**src/hw/rtl/btm_pkg.sv**
```systemverilog
`timescale 1ns / 1ps
// ----------------------------------------------------------------------------
// btm_pkg: shared types and constants of the byte tape machine executor
// Tape geometry, request, status and loop codes, and the result of a cell
// operation.
// ----------------------------------------------------------------------------
package btm_pkg;

   // Tape geometry
   localparam int TAPE_DEPTH = 1024;
   localparam int IDX_W      = (TAPE_DEPTH > 1) ? $clog2(TAPE_DEPTH) : 1;
   localparam int CELL_W     = 8;
   localparam int OUT_IDX_W  = 10;
   localparam int WIDE_W     = (IDX_W > OUT_IDX_W) ? IDX_W : OUT_IDX_W;
   localparam logic [IDX_W-1:0]  TAPE_LAST = IDX_W'(TAPE_DEPTH - 1);
   localparam logic [CELL_W-1:0] CELL_MAX  = CELL_W'(255);

   // Request codes
   typedef enum logic [2:0] {
      REQ_LEFT  = 3'd0,
      REQ_RIGHT = 3'd1,
      REQ_INC   = 3'd2,
      REQ_DEC   = 3'd3,
      REQ_READ  = 3'd4,
      REQ_WRITE = 3'd5,
      REQ_BEGIN = 3'd6,
      REQ_END   = 3'd7
   } req_code_type;

   // Result status codes
   typedef enum logic [2:0] {
      ST_OK      = 3'd0,
      ST_WRAP    = 3'd1,
      ST_HELD    = 3'd2,
      ST_AT_ZERO = 3'd3,
      ST_AT_END  = 3'd4
   } status_type;

   // Loop actions
   typedef enum logic [1:0] {
      ACT_NONE = 2'd0,
      ACT_SKIP = 2'd1,
      ACT_BACK = 2'd2
   } loop_type;

   // Outcome of one operation on the cell under the head
   typedef struct packed {
      logic [CELL_W-1:0] value;
      status_type        status;
      loop_type          action;
   } cell_op_result_type;

endpackage

```
**src/hw/rtl/btm_cell_op.sv**
```systemverilog
`timescale 1ns / 1ps
// ----------------------------------------------------------------------------
// btm_cell_op: operation on the cell under the head
// Computes the new cell value, status and loop action for increment,
// decrement, write and the loop tests; other requests leave the cell as is.
// ----------------------------------------------------------------------------
module btm_cell_op (
   input  btm_pkg::req_code_type              code,
   input  logic [btm_pkg::CELL_W-1:0]         cur_value,
   input  logic [btm_pkg::CELL_W-1:0]         write_value,
   output btm_pkg::cell_op_result_type        result
);

   // Decode the request against the current cell
   always_comb begin
      result.value  = cur_value;
      result.status = btm_pkg::ST_OK;
      result.action = btm_pkg::ACT_NONE;
      case (code)
         btm_pkg::REQ_INC: begin
            if (cur_value == btm_pkg::CELL_MAX) begin
               result.value  = '0;
               result.status = btm_pkg::ST_WRAP;
            end else begin
               result.value = cur_value + btm_pkg::CELL_W'(1);
            end
         end
         btm_pkg::REQ_DEC: begin
            if (cur_value == '0) begin
               result.status = btm_pkg::ST_HELD;
            end else begin
               result.value = cur_value - btm_pkg::CELL_W'(1);
            end
         end
         btm_pkg::REQ_WRITE: begin
            result.value = write_value;
         end
         btm_pkg::REQ_BEGIN: begin
            if (cur_value == '0) begin
               result.action = btm_pkg::ACT_SKIP;
            end
         end
         btm_pkg::REQ_END: begin
            if (cur_value != '0) begin
               result.action = btm_pkg::ACT_BACK;
            end
         end
         default: begin
            result.value = cur_value;
         end
      endcase
   end

endmodule

```
**config.mk**
```make
export PLATFORM = sky130hd
export DESIGN_NAME = btm_cell_op
export DESIGN_NICKNAME = d
export VERILOG_FILES = /design/src/hw/rtl/btm_pkg.sv /design/src/hw/rtl/btm_cell_op.sv
export SDC_FILE = /design/constraint.sdc
export NUM_CORES = 1
export LEC_CHECK = 0
export BUFFER_PORTS_ARGS = -buffer_cell sky130_fd_sc_hd__buf_4
export CELL_PAD_IN_SITES_DETAIL_PLACEMENT = 1
export CELL_PAD_IN_SITES_GLOBAL_PLACEMENT = 1
export CORE_MARGIN = 8
export CORE_UTILIZATION = 32
export DETAILED_ROUTE_END_ITERATION = 8
export PLACE_DENSITY = 0.86
export SYNTH_ARGS = -nofsm -noshare
export SYNTH_HDL_FRONTEND = slang
export SYNTH_SLANG_ARGS = --single-unit
```
**constraint.sdc**
```tcl
create_clock -name vclk -period 1.66
set_input_delay 0.166 -clock vclk [all_inputs]
set_output_delay 0.166 -clock vclk [all_outputs]
set_load 0.01 [all_outputs]
```
==> results of run 1 <==
## cell usage after synthesis, types with 2 or more instances
cell       n
o21a_1     3
inv_1      4
nand3_1    4
xnor2_1    2
a21oi_1    4
nor2_1    11
o21ai_0    7
o221ai_1   2
nand2_1    6
ha_1       2
nand4_1    2
o211ai_1   3
or3_1      2
nand2b_1   2
a21o_1     2
and3_1     2
buf_2      5
and4_1     2
nor3_1     4
## final timing paths
path,startpoint,end,cells after the start
max,cur_value[0],result[12],10
min,write_value[0],result[5],3
## power by group
group	switching [mW]	internal, mW	total [mW]	leakage, nW
Combinational	0.161	0.151	0.312	0.497
Clock	0	0	0	0
Sequential	0	0	0	0
## per-layer routing
layer  vias to the layer above  part of all wire  wire length [um]  track usage
met1                       524              0.39              1603       0.1814
met3                        23             0.059               238      0.01695
met5                         -                 0                 0            0
met2                        59              0.51              2073       0.3363
li1                        472                 -                 -            -
met4                         0             0.037               150      0.03322
## kinds of logic (layout without fill, tap and decap cells)
family          Yosys count  after routing  share of synthesized area
xor+xnor                  2              2                    0.02724
fa+ha+maj                 2              2                    0.03890
buf+inv                  11             58                    0.09143
simple gates             48             48                     0.4358
compound gates           35             35                     0.4008
other cells               1              1                   0.005831
## metrics by stage
stage	power [mW]	setup WS (ns)	hold WS (ns)	cell area (sq um)
3_3_place_gp	0.2411	-0.1132	0.6322	1016
4_1_cts	0.2708	-0.03669	0.6437	1105
3_5_place_dp	0.2479	-0.1605	0.6435	1016
6_report	0.3121	-0.1477	0.6427	1192
5_1_grt	0.3283	-0.1572	0.6672	1192
2_1_floorplan	0.1240	0.1563	0.4660	643.1
## layout make-up
class / count / area (sq um) / area share
inverter: 4 / 20.02 / 0.01679
multi-input combinational: 88 / 690.7 / 0.5792
tap: 27 / 33.78 / 0.02833
timing repair buffer: 54 / 447.9 / 0.3757
## worst max-delay path, delay by kind of cell
kind | cells | cell delay [ns]
AO/OA/AOI/OAI | 2 | 0.23
adder cells (fa/ha/maj) | 1 | 0.16
buffers and inverters | 4 | 0.41
AND/OR/NAND/NOR | 3 | 0.68
## what timing repair did
item | CTS | global route
buffers inserted | 2 | 1
setup endpoints to repair | 8 | 8
gates cloned | 0 | 0
gates resized for setup | 17 | 17
pin swaps | 6 | 6
==> reports/metrics.yaml, run 1 <==
yosys:
  synth_cells: 99
  yosys.area.top_type: "nor2_1"
  yosys_warnings: 0
  ys_types: 49
  syn-num-nets: 120
  ys_top_cells_by_area: "nor2_1, o21ai_0, buf_2, ha_1, nand2_1"
  syn_area_sq_um: 643.1
  seq_area_frac_synth: 0
  syn_avg_cell_area_sq_um: 6.496
  synth_top_area_share: 0.06420
timing:
  hold_violations: 0
  rsz0062_at_grt: "true"
  period_share: 1.089
  max_clock_freq_mhz: 553.2
  finalCriticalPeriod_ns: 1.808
  drv_slew: 0
  setup_viol: 5
  fin_setup_tns_ns: -0.2920
  fin_ws_ns: -0.1477
detailed_routing:
  num_vias: 1078
  ant_nets: 0
  drc: 0
  wl_per_cell_um: 23.50
  drt_iter0_markers: 63
  wirelength_um: 4066
  post_drt_via_cell_ratio: 6.231
  firstDrtPassIters: 4
clocking:
  ctsHoldBuffers: 0
placement:
  portBuffers: 31
  dp_hpwl_um: 2261
  routabilityCongestion: 0.9620
  dpl.cell_count: 170
layout:
  final_nets: 169
  nFillCells: 247
  regArea_sq_um: 0
  fin_cells: 173
  final_common_cell: "buf_4"
  layout_common_cells: "buf_4, nor2_1, o21ai_0, buf_6, nand2_1"
  diodes: 0
  nClkBuffers: 0
  seq_cells: 0
  final_util: 0.6204
  layout-drive-gt1-share: 0.5548
  area.growth.synth_to_final_pct: 85.41
power:
  power.leakage_nw: 0.4971
  power_density_nw_per_um2: 261.7
  max-vdd-ir-drop_uv: 138.6
setup_path:
  cpMostUsedCell: "buf_4"
  cpPeakStageDelay_ns: 0.38
  crit_path_top_delay_cell: "or3_4"
  crit_path_end_kind: "output port"
  path_class: "primary input to output port"
  required_ns: 1.49
  cp_max_fo: 3
  crit_chain: "buf_6 > inv_4 > ha_4 > buf_4 > or3_4 > nor4_4 > a21oi_1 > o2bb2ai_1 > nand3_1 > buf_4"
  critPathLaunchType: "primary input"
  worstPathArrival_ns: 1.64
global_routing:
  grt_max_degree: 11
  grt_pass1_wl_um: 4885
  track_usage: 0.1682
  antenna_found_initial: 0
  grt-ovfl-total: 0
  grt_pass1_vias: 1037
floorplanning:
  dieArea_sq_um: 3700
  chipWidth_um: 60.83
  num_rows: 16
  floorplan.core_area_sq_um: 1922
  pin_count: 32
  start_util: 0.3346
  dieHeight_um: 60.83
run_status:
  violations: "negative setup slack"
  status: "finished with violations"
run:
  drv_cap: 0
hold_path:
  hold_path.class: "primary input to output port"
(Power assumes the default switching activity.)
==> run 2, diff against run 1 <==
--- a/config.mk
+++ b/config.mk
@@ -8,10 +8,11 @@
 export BUFFER_PORTS_ARGS = -buffer_cell sky130_fd_sc_hd__buf_4
 export CELL_PAD_IN_SITES_DETAIL_PLACEMENT = 1
 export CELL_PAD_IN_SITES_GLOBAL_PLACEMENT = 1
+export CORE_ASPECT_RATIO = 0.6
 export CORE_MARGIN = 8
-export CORE_UTILIZATION = 32
+export CORE_UTILIZATION = 29
 export DETAILED_ROUTE_END_ITERATION = 8
-export PLACE_DENSITY = 0.86
+export PLACE_DENSITY = 0.82
 export SYNTH_ARGS = -nofsm -noshare
 export SYNTH_HDL_FRONTEND = slang
 export SYNTH_SLANG_ARGS = --single-unit
==> constraint.sdc (replaced) <==
create_clock -name vclk -period 1.6
set_input_delay 0.16 -clock vclk [all_inputs]
set_output_delay 0.16 -clock vclk [all_outputs]
set_load 0.01 [all_outputs]
==> reports/metrics.yaml, run 2 (synthesized netlist as in run 1, its figures left out) <==
run_status:
  status: "finished with violations"
  violations: "negative setup slack"
floorplanning:
  floorplan.core_area_sq_um: 2131  # +11%
  dieHeight_um: 52.48  # -14%
  dieArea_sq_um: 4030  # +8.9%
  start_util: 0.3018  # -0.03282
  num_rows: 13  # -3
  pin_count: 32  # unchanged
  chipWidth_um: 76.80  # +26%
run:
  drv_cap: 0  # unchanged
global_routing:
  track_usage: 0.1512  # -0.01699
  busiest_layer: "met2"
  grt_pass1_vias: 1097  # +5.8%
  use_met2: 0.3029  # -0.03340
  use_met3: 0.02055  # +0.003599
  grt-ovfl-total: 0  # unchanged
  grt_max_degree: 11  # unchanged
  grt_use_met1: 0.1732  # -0.008146
  antenna_found_initial: 0  # unchanged
  grt_pass1_wl_um: 5147  # +5.4%
placement:
  post_dp_cell_area_sq_um: 1057  # +4.1%
  portBuffers: 31  # unchanged
  routabilityCongestion: 0.9151  # -4.9%
  dp_hpwl_um: 2462  # +8.9%
  place_ws_ns: -0.2697  # -0.1093 ns
timing:
  rsz0062_at_grt: "true"
  fin_setup_tns_ns: -0.5155  # -0.2235 ns
  max_clock_freq_mhz: 571.2
  hold_violations: 0  # unchanged
  finalCriticalPeriod_ns: 1.751
  drv_slew: 0  # unchanged
  setup_viol: 7  # +2
  fin_ws_ns: -0.1507  # -0.003036 ns
  period_share: 1.094
detailed_routing:
  drc: 0  # unchanged
  wirelength_um: 3715  # -8.6%
  drt_iter0_markers: 31  # -51%
  ant_nets: 0  # unchanged
  firstDrtPassIters: 4  # unchanged
  wl_per_cell_um: 20.41  # -13%
  post_drt_via_cell_ratio: 5.621  # -9.8%
  num_vias: 1023  # -5.1%
setup_path:
  crit_start: "cur_value[1]"
  cp_max_fo: 6  # +3
  worstPathArrival_ns: 1.59  # -0.05 ns
  critPathLaunchType: "primary input"
  required_ns: 1.44  # -0.05 ns
  crit_path_end_kind: "output port"
  path_class: "primary input to output port"
layout:
  nFillCells: 276  # +12%
  area.growth.synth_to_final_pct: 96.69
  final_nets: 175  # +3.6%
  nClkBuffers: 0  # unchanged
  seq_cells: 0  # unchanged
  regArea_sq_um: 0  # unchanged
  final_common_cell: "buf_4"
  layout-drive-gt1-share: 0.5987  # +0.04389
  layout_common_cells: "buf_4, nor2_1, o21ai_0"
  multi_input_area_sq_um: 723.2  # +4.7%
  diodes: 0  # unchanged
  finalInstanceArea_sq_um: 1265  # +6.1%
  final_util: 0.5937  # -0.02678
power:
  max-vdd-ir-drop_uv: 121.8  # -12%
  power.leakage_nw: 0.5198  # +4.6%
  power_density_nw_per_um2: 263.5  # +0.67%
hold_path:
  hold_path.class: "primary input to output port"
  whs_path_depth: 3  # unchanged
  worstHoldStart: "write_value[0]"
clocking:
  ctsHoldBuffers: 0  # unchanged
[run 2: cell types whose count changed in the layout (fill, tap and decap cells not counted), moves of 2 or more]
cell	before	now
nor2_4	1	3
o221ai_1	2	0
buf_4	46	53
nor2_2	2	0
o221ai_2	0	2
[run 2: worst max-delay path, stage by stage]
cell	delay, ns
buf_8	0.10
inv_4	0.05
ha_4	0.17
or3b_4	0.42
o31ai_4	0.21
a21o_1	0.16
o211a_1	0.14
nor2_1	0.04
buf_4	0.13
[run 2: per-layer routing]
layer,up-vias,part of all wire
met4,0,0.0073
li1,481,-
met3,4,0.060
met2,44,0.51
met5,-,0
met1,494,0.43
[run 2: path summary, 6_finish.rpt]
check	end	slack [ns]
min	result[5]	0.65
max	result[11]	-0.15
[run 2: per-stage QoR]
step / instances / total power [mW] / hold WS [ns]
2_1_floorplan: 99 / 0.1286 / 0.4540
3_3_place_gp: 178 / 0.2583 / 0.6231
3_5_place_dp: 178 / 0.2679 / 0.6286
4_1_cts: 179 / 0.2873 / 0.6289
5_1_grt: 182 / 0.3544 / 0.6599
6_report: 182 / 0.3333 / 0.6530
[run 2: layout make-up]
type               count  area share
multi-input cells     88      0.5717
repair buffers        60      0.3828
well taps             30     0.02967
inverters              4     0.01583
[run 2: what timing repair did]
item	in CTS	in global routing
hold endpoints to repair	0	0
resized for setup	18	21
setup endpoints to repair	8	9
pin swaps	6	9
buffers inserted	1	3
[run 2: power by group]
part	switching [mW]	internal, mW
registers	0	0
clock network	0	0
logic	0.167	0.166
